==> config.mk <==
export PLATFORM = sky130hd
export DESIGN_NAME = polyline_rect_clipper
export DESIGN_NICKNAME = d
export VERILOG_FILES = /design/src/hw/rtl/prc_pkg.sv /design/src/hw/rtl/prc_front.sv /design/src/hw/rtl/prc_isect.sv /design/src/hw/rtl/prc_back.sv /design/src/hw/rtl/polyline_rect_clipper.sv
export SDC_FILE = /design/constraint.sdc
export NUM_CORES = 2
export LEC_CHECK = 0
export ABC_AREA = 0
export BUFFER_PORTS_ARGS = -buffer_cell sky130_fd_sc_hd__buf_2
export CAP_MARGIN = 40
export CELL_PAD_IN_SITES_DETAIL_PLACEMENT = 0
export CELL_PAD_IN_SITES_GLOBAL_PLACEMENT = 1
export CORE_ASPECT_RATIO = 0.75
export CORE_UTILIZATION = 55
export CTS_BUF_LIST = sky130_fd_sc_hd__clkbuf_4
export DETAILED_ROUTE_END_ITERATION = 7
export PLACE_DENSITY_LB_ADDON = 0.1
export SETUP_SLACK_MARGIN = 0.02
export SKIP_CTS_REPAIR_TIMING = 1
export SYNTH_ARGS = -nofsm -noshare
export SYNTH_HDL_FRONTEND = slang
export SYNTH_SLANG_ARGS = --single-unit
==> constraint.sdc <==
create_clock -name aclk -period 8.1 [get_ports aclk]
set_clock_uncertainty 0.05 [all_clocks]
set_input_delay 0.81 -clock aclk [delete_from_list [all_inputs] [get_ports aclk]]
set_output_delay 0.81 -clock aclk [all_outputs]
set_load 0.05 [all_outputs]
==> src/hw/rtl/prc_pkg.sv <==
// ----------------------------------------------------------------------------
// prc_pkg: shared types and constants of the polyline rectangle clipper
// Holds the coordinate, point and configuration types and the stage codes.
// ----------------------------------------------------------------------------
package prc_pkg;

    localparam int COORD_WIDTH = 16;
    localparam int CW          = COORD_WIDTH;
    localparam int DW          = CW + 1;      // width of a coordinate difference
    localparam int PW          = 2 * DW;      // width of a difference product
    localparam int FQ_DEPTH    = 4;           // front-to-back queue depth

    typedef logic signed [CW-1:0] coord_t;
    typedef logic signed [DW-1:0] diff_t;

    typedef struct packed {
        coord_t x;
        coord_t y;
    } point_t;

    typedef struct packed {
        point_t pt;
        logic   final_flag;
    } vtx_t;

    typedef struct packed {
        coord_t x_min;
        coord_t y_min;
        coord_t x_max;
        coord_t y_max;
    } clip_cfg_t;

    typedef enum logic [1:0] {
        REG_X_MIN = 2'd0,
        REG_Y_MIN = 2'd1,
        REG_X_MAX = 2'd2,
        REG_Y_MAX = 2'd3
    } cfg_idx_t;

    // Request to the intersection unit: base + d*n/den, truncated toward zero.
    typedef struct packed {
        coord_t base;
        diff_t  d;
        diff_t  n;
        diff_t  den;
    } isect_req_t;

    localparam logic [2:0] STG_LEFT   = 3'd0;
    localparam logic [2:0] STG_RIGHT  = 3'd1;
    localparam logic [2:0] STG_BOTTOM = 3'd2;
    localparam logic [2:0] STG_TOP    = 3'd3;
    localparam logic [2:0] STG_DEDUP  = 3'd4;

    function automatic diff_t sx(coord_t v);
        return {v[CW-1], v};
    endfunction

endpackage

==> src/hw/rtl/prc_front.sv <==
// ----------------------------------------------------------------------------
// prc_front: input side of the clipper
// Accepts vertices and queues them, tagged with their end-of-run flag.
// ----------------------------------------------------------------------------
module prc_front import prc_pkg::*; (
    input  logic aclk,
    input  logic aresetn,
    input  logic s_valid,
    output logic s_ready,
    input  vtx_t s_vtx,
    output logic q_valid,
    input  logic q_pop,
    output vtx_t q_vtx
);

    localparam int AW = $clog2(FQ_DEPTH);

    vtx_t             mem_reg [FQ_DEPTH];
    logic [AW-1:0]    wr_ptr_reg, rd_ptr_reg;
    logic [AW:0]      count_reg;
    logic             push, pop;

    assign s_ready = (count_reg != (AW+1)'(FQ_DEPTH));
    assign q_valid = (count_reg != '0);
    assign q_vtx   = mem_reg[rd_ptr_reg];
    assign push    = s_valid && s_ready;
    assign pop     = q_pop && q_valid;

    always_ff @(posedge aclk) begin
        if (push) begin
            mem_reg[wr_ptr_reg] <= s_vtx;
        end
    end

    always_ff @(posedge aclk) begin
        if (!aresetn) begin
            wr_ptr_reg <= '0;
            rd_ptr_reg <= '0;
            count_reg  <= '0;
        end else begin
            if (push) wr_ptr_reg <= wr_ptr_reg + 1'b1;
            if (pop)  rd_ptr_reg <= rd_ptr_reg + 1'b1;
            if (push && !pop)      count_reg <= count_reg + 1'b1;
            else if (pop && !push) count_reg <= count_reg - 1'b1;
        end
    end

endmodule

==> src/hw/rtl/prc_isect.sv <==
// ----------------------------------------------------------------------------
// prc_isect: edge intersection unit
// A multiply step, then a bit-serial restoring division, then the offset.
// ----------------------------------------------------------------------------
module prc_isect import prc_pkg::*; (
    input  logic       aclk,
    input  logic       aresetn,
    input  logic       start,
    input  isect_req_t req,
    output logic       done,
    output coord_t     result
);

    localparam int CNTW = $clog2(PW);

    typedef enum logic [1:0] {D_IDLE, D_MUL, D_DIV, D_FIX} dstate_t;

    dstate_t           state_reg;
    logic [DW-1:0]     mag_d_reg, mag_n_reg, mag_den_reg;
    logic              neg_reg;
    coord_t            base_reg;
    logic [PW-1:0]     prod_reg;
    logic [DW:0]       rem_reg;
    logic [CNTW-1:0]   cnt_reg;
    logic              done_reg;
    coord_t            result_reg;
    logic [DW:0]       rem_shift;
    logic [DW:0]       base_ext, q_ext;

    assign rem_shift = {rem_reg[DW-1:0], prod_reg[PW-1]};
    assign base_ext  = {base_reg[CW-1], base_reg[CW-1], base_reg};
    assign q_ext     = {1'b0, prod_reg[DW-1:0]};
    assign done      = done_reg;
    assign result    = result_reg;

    always_ff @(posedge aclk) begin
        if (!aresetn) begin
            state_reg <= D_IDLE;
            done_reg  <= 1'b0;
        end else begin
            done_reg <= 1'b0;
            unique case (state_reg)
                D_IDLE: begin
                    if (start) begin
                        mag_d_reg   <= req.d[DW-1]   ? DW'(-req.d)   : DW'(req.d);
                        mag_n_reg   <= req.n[DW-1]   ? DW'(-req.n)   : DW'(req.n);
                        mag_den_reg <= req.den[DW-1] ? DW'(-req.den) : DW'(req.den);
                        neg_reg     <= req.d[DW-1] ^ req.n[DW-1] ^ req.den[DW-1];
                        base_reg    <= req.base;
                        state_reg   <= D_MUL;
                    end
                end
                D_MUL: begin
                    prod_reg  <= mag_d_reg * mag_n_reg;
                    rem_reg   <= '0;
                    cnt_reg   <= CNTW'(PW - 1);
                    state_reg <= D_DIV;
                end
                D_DIV: begin
                    if (rem_shift >= {1'b0, mag_den_reg}) begin
                        rem_reg  <= rem_shift - {1'b0, mag_den_reg};
                        prod_reg <= {prod_reg[PW-2:0], 1'b1};
                    end else begin
                        rem_reg  <= rem_shift;
                        prod_reg <= {prod_reg[PW-2:0], 1'b0};
                    end
                    cnt_reg <= cnt_reg - 1'b1;
                    if (cnt_reg == '0) state_reg <= D_FIX;
                end
                D_FIX: begin
                    // A zero quotient makes the sign irrelevant.
                    result_reg <= neg_reg ? coord_t'(base_ext - q_ext)
                                          : coord_t'(base_ext + q_ext);
                    done_reg   <= 1'b1;
                    state_reg  <= D_IDLE;
                end
                default: state_reg <= D_IDLE;
            endcase
        end
    end

endmodule

==> src/hw/rtl/prc_back.sv <==
// ----------------------------------------------------------------------------
// prc_back: clipping sequencer
// Runs the left, right, bottom and top edge stages depth first, removes
// repeated points, and holds the result register.
// ----------------------------------------------------------------------------
module prc_back import prc_pkg::*; (
    input  logic      aclk,
    input  logic      aresetn,
    input  clip_cfg_t cfg,
    input  logic      q_valid,
    output logic      q_pop,
    input  vtx_t      q_vtx,
    output logic      m_valid,
    input  logic      m_ready,
    output coord_t    m_x,
    output coord_t    m_y,
    output logic      m_present,
    output logic      m_end
);

    typedef enum logic [2:0] {S_IDLE, S_STEP, S_WAIT, S_NEXT, S_FIN} state_t;

    state_t       state_reg;
    point_t       wp_reg;
    logic [2:0]   ts_reg;
    logic [2:0]   end_idx_reg;
    logic         fin_reg;

    point_t       first_in_reg [4];
    point_t       prev_reg [4];
    point_t       first_out_reg [4];
    point_t       last_out_reg [4];
    logic [3:0]   inside_reg, started_reg;
    logic [1:0]   cnt_reg [4];
    point_t       pend_reg [4][2];
    logic [1:0]   pend_cnt_reg [4];
    point_t       last_kept_reg;
    logic         any_kept_reg;

    logic         m_valid_reg, m_present_reg, m_end_reg;
    coord_t       m_x_reg, m_y_reg;

    logic [1:0]   s2, e2, hi;
    logic         any_pend;
    coord_t       edge_val;
    logic         pin, need_x, out_free, out_load, end_ok;
    point_t       pv, ip, o0, o1;
    logic [1:0]   ap_n, base_cnt;
    logic [2:0]   cnt_sum;
    isect_req_t   req;
    logic         div_start, div_done;
    coord_t       div_res;

    assign s2       = ts_reg[1:0];
    assign e2       = end_idx_reg[1:0];
    assign pv       = prev_reg[s2];
    assign out_free = !m_valid_reg || m_ready;
    assign q_pop    = (state_reg == S_IDLE) && q_valid;

    // A new result is loaded into the output register in this cycle.
    assign out_load = out_free &&
                      ((((state_reg == S_STEP) || (state_reg == S_WAIT)) &&
                        (ts_reg == STG_DEDUP) && any_kept_reg &&
                        (wp_reg != last_kept_reg)) ||
                       (state_reg == S_FIN));

    always_comb begin
        case (ts_reg)
            STG_LEFT:   begin edge_val = cfg.x_min; pin = (wp_reg.x >= cfg.x_min); end
            STG_RIGHT:  begin edge_val = cfg.x_max; pin = (wp_reg.x <= cfg.x_max); end
            STG_BOTTOM: begin edge_val = cfg.y_min; pin = (wp_reg.y >= cfg.y_min); end
            default:    begin edge_val = cfg.y_max; pin = (wp_reg.y <= cfg.y_max); end
        endcase
    end

    assign need_x = started_reg[s2] && (inside_reg[s2] != pin);

    always_comb begin
        if (!ts_reg[1]) begin
            req.base = pv.y;
            req.d    = sx(wp_reg.y) - sx(pv.y);
            req.n    = sx(edge_val) - sx(pv.x);
            req.den  = sx(wp_reg.x) - sx(pv.x);
            ip       = '{x: edge_val, y: div_res};
        end else begin
            req.base = pv.x;
            req.d    = sx(wp_reg.x) - sx(pv.x);
            req.n    = sx(edge_val) - sx(pv.y);
            req.den  = sx(wp_reg.y) - sx(pv.y);
            ip       = '{x: div_res, y: edge_val};
        end
    end

    assign div_start = (state_reg == S_STEP) && (ts_reg != STG_DEDUP) && need_x;

    // Outputs a stage gives for the current point.
    always_comb begin
        o0   = wp_reg;
        o1   = wp_reg;
        ap_n = 2'd0;
        if (!started_reg[s2]) begin
            ap_n = pin ? 2'd1 : 2'd0;
        end else if (inside_reg[s2]) begin
            ap_n = 2'd1;
            if (!pin) o0 = ip;
        end else if (pin) begin
            ap_n = 2'd2;
            o0   = ip;
        end
        base_cnt = started_reg[s2] ? cnt_reg[s2] : 2'd0;
        cnt_sum  = {1'b0, base_cnt} + {1'b0, ap_n};
    end

    always_comb begin
        any_pend = 1'b1;
        if (pend_cnt_reg[3] != 2'd0)      hi = 2'd3;
        else if (pend_cnt_reg[2] != 2'd0) hi = 2'd2;
        else if (pend_cnt_reg[1] != 2'd0) hi = 2'd1;
        else begin
            hi       = 2'd0;
            any_pend = (pend_cnt_reg[0] != 2'd0);
        end
    end

    // Closing append of a stage at the end of a run.
    assign end_ok = started_reg[e2] && (cnt_reg[e2] == 2'd2)
                    && (first_in_reg[e2] == prev_reg[e2])
                    && (first_out_reg[e2] != last_out_reg[e2]);

    prc_isect u_isect (
        .aclk    (aclk),
        .aresetn (aresetn),
        .start   (div_start),
        .req     (req),
        .done    (div_done),
        .result  (div_res)
    );

    always_ff @(posedge aclk) begin
        if (!aresetn) begin
            state_reg    <= S_IDLE;
            m_valid_reg  <= 1'b0;
            started_reg  <= '0;
            inside_reg   <= '0;
            any_kept_reg <= 1'b0;
            for (int i = 0; i < 4; i++) begin
                cnt_reg[i]      <= '0;
                pend_cnt_reg[i] <= '0;
            end
        end else begin
            if (m_valid_reg && m_ready && !out_load) m_valid_reg <= 1'b0;
            unique case (state_reg)
                S_IDLE: begin
                    if (q_valid) begin
                        wp_reg      <= q_vtx.pt;
                        fin_reg     <= q_vtx.final_flag;
                        ts_reg      <= STG_LEFT;
                        end_idx_reg <= STG_LEFT;
                        state_reg   <= S_STEP;
                    end
                end
                S_STEP, S_WAIT: begin
                    if (ts_reg == STG_DEDUP) begin
                        if (any_kept_reg && (wp_reg == last_kept_reg)) begin
                            state_reg <= S_NEXT;
                        end else if (!any_kept_reg || out_free) begin
                            if (any_kept_reg) begin
                                m_valid_reg   <= 1'b1;
                                m_x_reg       <= last_kept_reg.x;
                                m_y_reg       <= last_kept_reg.y;
                                m_present_reg <= 1'b1;
                                m_end_reg     <= 1'b0;
                            end
                            last_kept_reg <= wp_reg;
                            any_kept_reg  <= 1'b1;
                            state_reg     <= S_NEXT;
                        end
                    end else if (state_reg == S_STEP && need_x) begin
                        state_reg <= S_WAIT;
                    end else if (state_reg == S_STEP || div_done) begin
                        started_reg[s2] <= 1'b1;
                        if (!started_reg[s2]) first_in_reg[s2] <= wp_reg;
                        prev_reg[s2]     <= wp_reg;
                        inside_reg[s2]   <= pin;
                        pend_reg[s2][0]  <= o0;
                        pend_reg[s2][1]  <= o1;
                        pend_cnt_reg[s2] <= ap_n;
                        if (ap_n != 2'd0) begin
                            if (base_cnt == 2'd0) first_out_reg[s2] <= o0;
                            last_out_reg[s2] <= (ap_n == 2'd2) ? o1 : o0;
                            cnt_reg[s2]      <= (cnt_sum >= 3'd2) ? 2'd2 : cnt_sum[1:0];
                        end else begin
                            cnt_reg[s2] <= base_cnt;
                        end
                        state_reg <= S_NEXT;
                    end
                end
                S_NEXT: begin
                    if (any_pend) begin
                        wp_reg           <= pend_reg[hi][0];
                        pend_reg[hi][0]  <= pend_reg[hi][1];
                        pend_cnt_reg[hi] <= pend_cnt_reg[hi] - 1'b1;
                        ts_reg           <= {1'b0, hi} + 3'd1;
                        state_reg        <= S_STEP;
                    end else if (!fin_reg) begin
                        state_reg <= S_IDLE;
                    end else if (end_idx_reg == STG_DEDUP) begin
                        state_reg <= S_FIN;
                    end else begin
                        if (end_ok) begin
                            pend_reg[e2][0]  <= first_out_reg[e2];
                            pend_cnt_reg[e2] <= 2'd1;
                            last_out_reg[e2] <= first_out_reg[e2];
                        end
                        end_idx_reg <= end_idx_reg + 3'd1;
                    end
                end
                S_FIN: begin
                    if (out_free) begin
                        m_valid_reg   <= 1'b1;
                        m_x_reg       <= any_kept_reg ? last_kept_reg.x : '0;
                        m_y_reg       <= any_kept_reg ? last_kept_reg.y : '0;
                        m_present_reg <= any_kept_reg;
                        m_end_reg     <= 1'b1;
                        started_reg   <= '0;
                        inside_reg    <= '0;
                        any_kept_reg  <= 1'b0;
                        for (int i = 0; i < 4; i++) cnt_reg[i] <= '0;
                        state_reg <= S_IDLE;
                    end
                end
                default: state_reg <= S_IDLE;
            endcase
        end
    end

    assign m_valid   = m_valid_reg;
    assign m_x       = m_x_reg;
    assign m_y       = m_y_reg;
    assign m_present = m_present_reg;
    assign m_end     = m_end_reg;

    // No stage ever holds more than two points waiting for the next stage.
    a_pend_bound: assert property (@(posedge aclk) disable iff (!aresetn)
        pend_cnt_reg[0] != 2'd3 && pend_cnt_reg[1] != 2'd3 &&
        pend_cnt_reg[2] != 2'd3 && pend_cnt_reg[3] != 2'd3)
        else $error("stage pending count out of range");

    // Nothing is left waiting between stages once the sequencer goes idle.
    a_idle_drained: assert property (@(posedge aclk) disable iff (!aresetn)
        state_reg == S_IDLE |-> !any_pend)
        else $error("points left pending while idle");

    // The end-of-run transfer leaves the duplicate filter and stages cleared.
    a_run_cleared: assert property (@(posedge aclk) disable iff (!aresetn)
        (state_reg == S_FIN && out_free) |=> (!any_kept_reg && started_reg == '0))
        else $error("state not cleared after end of run");

endmodule

==> src/hw/rtl/polyline_rect_clipper.sv <==
// ----------------------------------------------------------------------------
// polyline_rect_clipper: clips polyline vertices against a rectangle
// Top level with the configuration registers, the front queue and the back
// sequencer.
// ----------------------------------------------------------------------------
// Usage:
// Vertices enter on the s_ channel, one transfer per vertex; s_vertex_final
// marks the last vertex of a polyline. Clipped vertices leave on the m_
// channel; m_run_end marks the last result of a polyline, and a polyline
// with no surviving point yields one transfer with m_point_present low and
// zero coordinates. Clip rectangle edges are written on the cfg_ channel
// (always ready) while the block is idle, by the user; the block does not
// enforce it. Vertices wait in a four deep queue. The back end takes a vertex
// from the queue only when it is done with the last one, handles each point
// stage by stage, and sends every edge intersection through the one shared
// multiply and bit-serial divide unit. A point is held back until the next
// distinct point or the end of the run so that it can carry m_run_end.
// Reset clears the queue, the stage state and the result valid flag and loads
// the default rectangle 0..1023 by 0..767. A stalled receiver holds the
// result register; the sequencer waits and the queue fills before s_ready
// drops.
// ----------------------------------------------------------------------------
module polyline_rect_clipper import prc_pkg::*; (
    input  logic          aclk,
    input  logic          aresetn,
    input  logic          s_valid,
    output logic          s_ready,
    input  coord_t        s_vertex_x,
    input  coord_t        s_vertex_y,
    input  logic          s_vertex_final,
    output logic          m_valid,
    input  logic          m_ready,
    output coord_t        m_clipped_x,
    output coord_t        m_clipped_y,
    output logic          m_point_present,
    output logic          m_run_end,
    input  logic          cfg_valid,
    output logic          cfg_ready,
    input  logic [1:0]    cfg_index,
    input  coord_t        cfg_data
);

    clip_cfg_t cfg_reg;
    vtx_t      s_vtx, q_vtx;
    logic      q_valid, q_pop;

    assign cfg_ready = 1'b1;

    // Clip rectangle registers; every index of the port maps to one edge.
    always_ff @(posedge aclk) begin
        if (!aresetn) begin
            cfg_reg.x_min <= coord_t'(0);
            cfg_reg.y_min <= coord_t'(0);
            cfg_reg.x_max <= coord_t'(1023);
            cfg_reg.y_max <= coord_t'(767);
        end else if (cfg_valid) begin
            unique case (cfg_idx_t'(cfg_index))
                REG_X_MIN: cfg_reg.x_min <= cfg_data;
                REG_Y_MIN: cfg_reg.y_min <= cfg_data;
                REG_X_MAX: cfg_reg.x_max <= cfg_data;
                REG_Y_MAX: cfg_reg.y_max <= cfg_data;
                default:   cfg_reg <= cfg_reg;
            endcase
        end
    end

    assign s_vtx = '{pt: '{x: s_vertex_x, y: s_vertex_y}, final_flag: s_vertex_final};

    prc_front u_front (
        .aclk    (aclk),
        .aresetn (aresetn),
        .s_valid (s_valid),
        .s_ready (s_ready),
        .s_vtx   (s_vtx),
        .q_valid (q_valid),
        .q_pop   (q_pop),
        .q_vtx   (q_vtx)
    );

    prc_back u_back (
        .aclk      (aclk),
        .aresetn   (aresetn),
        .cfg       (cfg_reg),
        .q_valid   (q_valid),
        .q_pop     (q_pop),
        .q_vtx     (q_vtx),
        .m_valid   (m_valid),
        .m_ready   (m_ready),
        .m_x       (m_clipped_x),
        .m_y       (m_clipped_y),
        .m_present (m_point_present),
        .m_end     (m_run_end)
    );

endmodule

# After elaboration in Yosys (flattened, before gate mapping)

Memories as Yosys holds them, arrays and structs flattened. A register that Yosys moved wholly into a read port is not among the register bits.
Index checks and enable logic that the tools add are counted.

Bitwise operators: 9
Multiplexer cells: 201
Add/subtract/negate cells: 19
Equality and inequality tests: 41
Reduce and logical (&&, ||, !) cells: 70
Multipliers: 1
$lt $le $gt $ge: 9

Operator list:

| kind                | number |
|---|---|
| $mux W32            | 9 |
| $mux W16            | 16 |
| $mux W64            | 2 |
| $reduce_or A64 Y1   | 2 |
| $mux W1             | 89 |
| $mux W2             | 36 |
| $pmux W34 S2        | 1 |
| $sub A16 B16 Y17    | 4 |
| $mux W67            | 1 |
| $eq A32 B32 Y1      | 2 |
| $ne A32 B32 Y1      | 2 |
| $pmux W16 S2        | 2 |
| $pmux W32 S2        | 1 |
| $mux W3             | 17 |
| $neg A17 Y17        | 3 |
| $pmux W16 S3        | 1 |
| $mul A17 B17 Y34    | 1 |
| $pmux W17 S2        | 1 |
| $ge A16 B16 Y1      | 2 |
| $le A16 B16 Y1      | 2 |
| $reduce_or A32 Y1   | 1 |
| $mux W4             | 7 |
| $logic_and A1 B1 Y1 | 20 |
| $reduce_and A5 Y1   | 4 |
| 53 further kinds    | 124 |

Logic and storage cells: 395
Bits in writable memories: 916
Memories: 8
Bits in registers: 333
Input bits: 56

Memories:

| name                 | depth | width | rd ports | clocked after memory_dff | write ports | line            | RTL |
|---|---|---|---|---|---|---|---|
| u_back.pend_reg      | 4     | 64    | 1        | 0                        | 1           | prc_back.sv:35  | `point_t pend_reg [4][2];` |
| u_front.mem_reg      | 4     | 33    | 1        | 1                        | 1           | prc_front.sv:18 | `vtx_t mem_reg [FQ_DEPTH];` |
| u_back.first_in_reg  | 4     | 32    | 1        | 1                        | 1           | prc_back.sv:29  | `point_t first_in_reg [4];` |
| u_back.first_out_reg | 4     | 32    | 1        | 1                        | 1           | prc_back.sv:31  | `point_t first_out_reg [4];` |
| u_back.last_out_reg  | 4     | 32    | 1        | 1                        | 1           | prc_back.sv:32  | `point_t last_out_reg [4];` |
| u_back.prev_reg      | 4     | 32    | 2        | 2                        | 1           | prc_back.sv:30  | `point_t prev_reg [4];` |
| +2 memories          | --    | --    | --       | --                       | --          | --              |  |

# Depth between registers and ports, before layout

Depth after elaboration: 16
Gate-level depth with buffers: 25

# By module

Synthesis repeated with hierarchy kept, for this count alone.

Cell total of the unflattened synthesis: 5245
Area, all modules: 68169.1 um2

By module, submodules not included:

| module                | area an instance (um2) | instances | cells an instance |
|---|---|---|---|
| prc_back              | 42530.8                | 1         | 2914 |
| prc_isect             | 17832.1                | 1         | 1869 |
| prc_front             | 5303.8                 | 1         | 221 |
| polyline_rect_clipper | 2502.4                 | 1         | 241 |

# Worst setup path after synthesis

Ideal clock, no wire load.

Kind: reg-to-reg
Start point: register u_back.wp_reg, in the netlist u_back.o1[17]
End point: register u_back.u_isect.base_reg[0], enable pin
Stages on the path, launching flop included: 14
Period minus slack after synthesis: 6466 ps
Data arrival time: 5921 ps
Path buffers: 1
Data required time: 7556 ps
Setup slack: 1634 ps
Setup time: 494 ps
Path through: edfxtp_1 -> ha_1 -> nor2b_1 -> o211ai_1 -> a2111oi_0 -> a211oi_1 -> a21oi_1 -> and3b_1 -> o31a_1 -> buf_6 -> ha_1 -> nor3b_1 -> nand2_1 -> nor2_1

Cells in the longest elaborated chain, start to end: 6
Elaborated cells on any way between the ends: 7
Classes of those cells: order compare (2); eq/ne (1); mux (1); reduce/logical (3)

RTL lines:

| item                                             | line                           | RTL |
|---|---|---|
| from (decl)                                      | prc_back.sv:24                 | `point_t wp_reg;` |
| from (signal assigned)                           | prc_back.sv:155                | `wp_reg <= q_vtx.pt;` |
| from (signal assigned)                           | prc_back.sv:200                | `wp_reg <= pend_reg[hi][0];` |
| $le A16 B16 Y1 or $ge A16 B16 Y1 (tied branches) | prc_back.sv:70, prc_back.sv:69 |  |
| $pmux W1 S3 *                                    | prc_back.sv:68                 | `case (ts_reg)` |
| $ne A1 B1 Y1 *                                   | prc_back.sv:76                 | `assign need_x = started_reg[s2] && (inside_reg[s2] != pin);` |
| $logic_and A1 B1 Y1 *                            | prc_back.sv:76                 |  |
| $logic_and A1 B1 Y1 *                            | prc_back.sv:94                 | `assign div_start = (state_reg == S_STEP) && (ts_reg != STG_DEDUP) && need_x;` |
| $reduce_and A3 Y1 (no source line) *             | --                             |  |
| to (signal assigned)                             | prc_isect.sv:49                | `base_reg <= req.base;` |
| to (decl)                                        | prc_isect.sv:21                | `coord_t base_reg;` |

Mark *: on every way between the ends. The rest lies on a longest branch, timed or not.
A chain may end at the register's enable or synchronous reset.

# Worst setup path in the final report

Start point: register u_back.u_isect.mag_d_reg[10]
End point: register u_back.u_isect.prod_reg[32] (data pin)

Cells in the longest elaborated chain, start to end: 2

RTL lines:

| item                   | line            | RTL |
|---|---|---|
| from (decl)            | prc_isect.sv:19 | `logic [DW-1:0] mag_d_reg, mag_n_reg, mag_den_reg;` |
| from (signal assigned) | prc_isect.sv:45 | `mag_d_reg <= req.d[DW-1] ? DW'(-req.d) : DW'(req.d);` |
| $mul A17 B17 Y34       | prc_isect.sv:54 | `prod_reg <= mag_d_reg * mag_n_reg;` |
| $pmux W34 S2           | prc_isect.sv:42 | `unique case (state_reg)` |
| to (signal assigned)   | prc_isect.sv:54 |  |
| to (signal assigned)   | prc_isect.sv:62 | `prod_reg <= {prod_reg[PW-2:0], 1'b1};` |
| to (signal assigned)   | prc_isect.sv:65 | `prod_reg <= {prod_reg[PW-2:0], 1'b0};` |
| to (decl)              | prc_isect.sv:22 | `logic [PW-1:0] prod_reg;` |

No other way between the ends.

==> impl_metrics.toml <==
[setup_path]
crit_fanout = 17
worstPathArrival_ns = 7.99
path_cells = "nand2_1, fa_1, inv_1, fa_1, fa_1, fa_1, fa_1, inv_1, fa_1, inv_1, ha_1, a21o_1, a21o_1, a21o_1, a21o_1, a21oi_1, o21bai_1, o41ai_1, a21oi_1, xor2_1, mux2_2"
cp_common_cell = "fa_1"
rr_startpoint = "u_back.u_isect.mag_d_reg[10]$_DFFE_PP_"
path_buf_inv = 3
cp.depth = 21
crit_required_ns = 9.02
cpMaxStageDelayCell = "edfxtp_1"
r2r-end = "u_back.u_isect.prod_reg[32]$_DFFE_PP_"
startpoint = "u_back.u_isect.mag_d_reg[10]$_DFFE_PP_"
crit_family = "adder cells"
max_stage_delay_ns = 0.86
reg2reg_slack_ns = 1.03
endpoint_kind = "flip-flop"
start_kind = "flip-flop"
r2r_cells = 21
crit_path_end = "u_back.u_isect.prod_reg[32]$_DFFE_PP_"
worstSetupPathType = "reg -> reg"

[cells_and_area]
drive_gt1_share_pct = 17.9
largest_reg_flops = 256
nFillCells = 9813
final_design_area_no_fill_sq_um = 75300
num-nets-final = 6179
synthToLayoutAreaGrowth_pct = 10.6
finalCoreUtilization_pct = 61.5

[synthesis]
synth-async-reset-ratio_pct = 0
yosysMostFrequentCell = "edfxtp_1"
synth_area_leaders = "edfxtp_1, fa_1, mux4_2"
synth_edf_count = 1162
ys_ff_latch = 1255
synth_common_cells = "edfxtp_1, nand2_1, inv_1"
yosysTopAreaCell = "edfxtp_1"
yosys.cell_types.count = 91
syn_area_sq_um = 68100
syn_avg_cell_area_sq_um = 12.9
ys_warn_count = 0
ys.flop_type = "edfxtp_1"
ys_seq_area_share_pct = 54.0
syn-instance-count = 5273
syn_nets = 5831
yosys.area.top_type_share_pct = 51.2

[place]
io_buffers = 91
place_area_sq_um = 70800
gp_congestion = 0.928
dp_hpwl_mm = 136

[flow_run]
cap_violations = 0

[floorplanning]
die_w_um = 408
die_h_um = 307
pin_count = 93
rows = 111
start_util_pct = 55.6
die_area_sq_um = 125000
core-area_sq_um = 122000

[global_routing]
overflow = 0
gr-usage-all-layers_pct = 31.7
grt_antenna_before_repair = 8
grt_pass1_wl_mm = 290
grt_max_degree = 77
grt_pass1_vias = 43300

[clock_tree]
numCtsBuffers = 324
clock_latency_ns = 1.32
clockRootBuffer = "clkbuf_4"
cts.sinks = 1255
cts_buffer_depth = 4
cts_tree = "yes"
clk_pin_slew_ns = 0.07
cts-htree-levels = 5

[sta]
fmax_mhz = 141
post-route-period-util_pct = 87.3
tns_ns = 0
hold_viol = 0
fin_crit_ns = 7.07
final-setup-viol-count = 0
slew_headroom_pct = 37.4
rsz0062_at_grt = "false"
worst_pin_slew_ns = 0.936
drv_slew = 0
hold_ws_ns = 0.0709

[route]
wl_per_cell_um = 26.5
drt-initial-drc-count = 5542
vias = 45200
drc = 0
drt-total-wl_mm = 198
ant_nets = 0
first_pass_iters = 8
via_per_inst = 6.03

[outcome]
status = "finished clean"

[pwr]
clockPowerShare_pct = 23.3
p_int_mw = 14.4
power.switching_mw = 8.82
seqPwrFrac_pct = 37.2
power.total_mw = 23.2
p_sw_share_pct = 38.0
p_leak_nw = 28.5
combPwrFrac_pct = 39.4
ir_drop_mv = 0.182
powerDensity_nw_per_um2 = 308

[worst_hold_path]
hold_path_class = "in -> reg"
per-layer routing:
layer  part of all wire (%)  GRT usage [%]
met1                     45           48.7
met2                     42           43.9
met3                     11           7.59
met4                    3.2           11.1
met5                 0.0066              0
how the worst min path moves through the flow:
stage / startpoint / endpoint / slack [ns] / cells after the start
floorplan: u_back.inside_reg[2]$_SDFFE_PN0P_ / u_back.inside_reg[2]$_SDFFE_PN0P_ / 0.38 / 2
global placement: u_back.inside_reg[1]$_SDFFE_PN0P_ / u_back.inside_reg[1]$_SDFFE_PN0P_ / 0.40 / 2
detailed placement: u_back.inside_reg[2]$_SDFFE_PN0P_ / u_back.inside_reg[2]$_SDFFE_PN0P_ / 0.41 / 2
CTS: s_vertex_y[0] / u_front.mem_reg[1][1]$_DFFE_PP_ / -0.41 / 1
global route: cfg_index[1] / cfg_reg[57]$_SDFFE_PN0P_ / 0.05 / 5
finish: cfg_index[1] / cfg_reg[48]$_SDFFE_PN0P_ / 0.07 / 5
worst register-to-register path: cells and delay by family (launching register included):
family / cells / cell delay (ns)
and+or+nand+nor: 1 / 0.18
xor gates and xnor gates: 1 / 0.17
AOI/OAI and AO/OA: 8 / 1.81
adders and majority gates: 7 / 3.36
DFF: 1 / 0.86
buffers and inverters: 3 / 0.15
muxes: 1 / 0.26
power by group through the flow:
stage / clock, mW / combinational, mW / sequential, mW
after global routing: 5.80 / 9.82 / 8.66
final: 5.41 / 9.14 / 8.64
after CTS: 5.51 / 8.98 / 8.63
after detailed placement: 0 / 8.92 / 8.76
after floorplan: 0 / 5.99 / 8.62
after global placement: 0 / 8.80 / 8.79
cells by family after synthesis:
kind of cell	share of synthesized area, %
buffers and inverters	4.24
and+or+nand+nor	9.09
DFF	54.0
xor gates and xnor gates	3.57
AOI/OAI and AO/OA	7.54
other	0.00551
adders and majority gates	11.8
muxes	9.82
through the flow:
stage,cells,setup slack [ns]
3_3_place_gp,6863,1.18
2_1_floorplan,5273,1.63
3_5_place_dp,6880,1.03
6_report,7485,1.03
5_1_grt,7479,0.609
4_1_cts,7421,1.05
cells in the final DEF (no fill, tap or decap), types with 19 or more instances in the layout:
cell           Yosys  routed
edfxtp_1        1162    1162
nand2_1          538     537
inv_1            471     470
clkbuf_4           0     459
nor2_1           288     276
ha_1             271     270
a21oi_1          248     248
fa_1             231     231
o21ai_0          216     215
xnor2_1          203     203
mux4_2           161     161
and2_1           140     139
buf_4              1     102
buf_2             14      92
dfxtp_1           93      89
mux2_2            77      77
xor2_1            75      75
mux2i_1           71      71
nor2b_1           68      68
a311oi_1          66      66
clkinv_1           0      63
nor3_1            62      60
mux2_4            59      59
dlygate4sd3_1      0      52
nand4_1           46      46
and3_1            46      42
a21o_1            41      41
nand3_1           38      38
a221o_1           32      32
o21a_1            25      25
o211ai_1          24      24
nand2b_1          21      21
mux4_1            20      20
a31oi_1           19      19
layout make-up:
class / count / area [sq um] / share of cell area, %
Antenna cell: 11 / 27.5 / 0.0365
Timing Repair Buffer: 265 / 2150 / 2.86
Clock buffer: 459 / 3450 / 4.57
Multi-Input combinational cell: 3303 / 28600 / 38.0
Sequential cell: 1255 / 36800 / 48.8
Tap cell: 1638 / 2050 / 2.72
Inverter: 472 / 1770 / 2.35
Clock inverter: 82 / 482 / 0.640
Note: power is estimated with default switching activity, not from simulation.
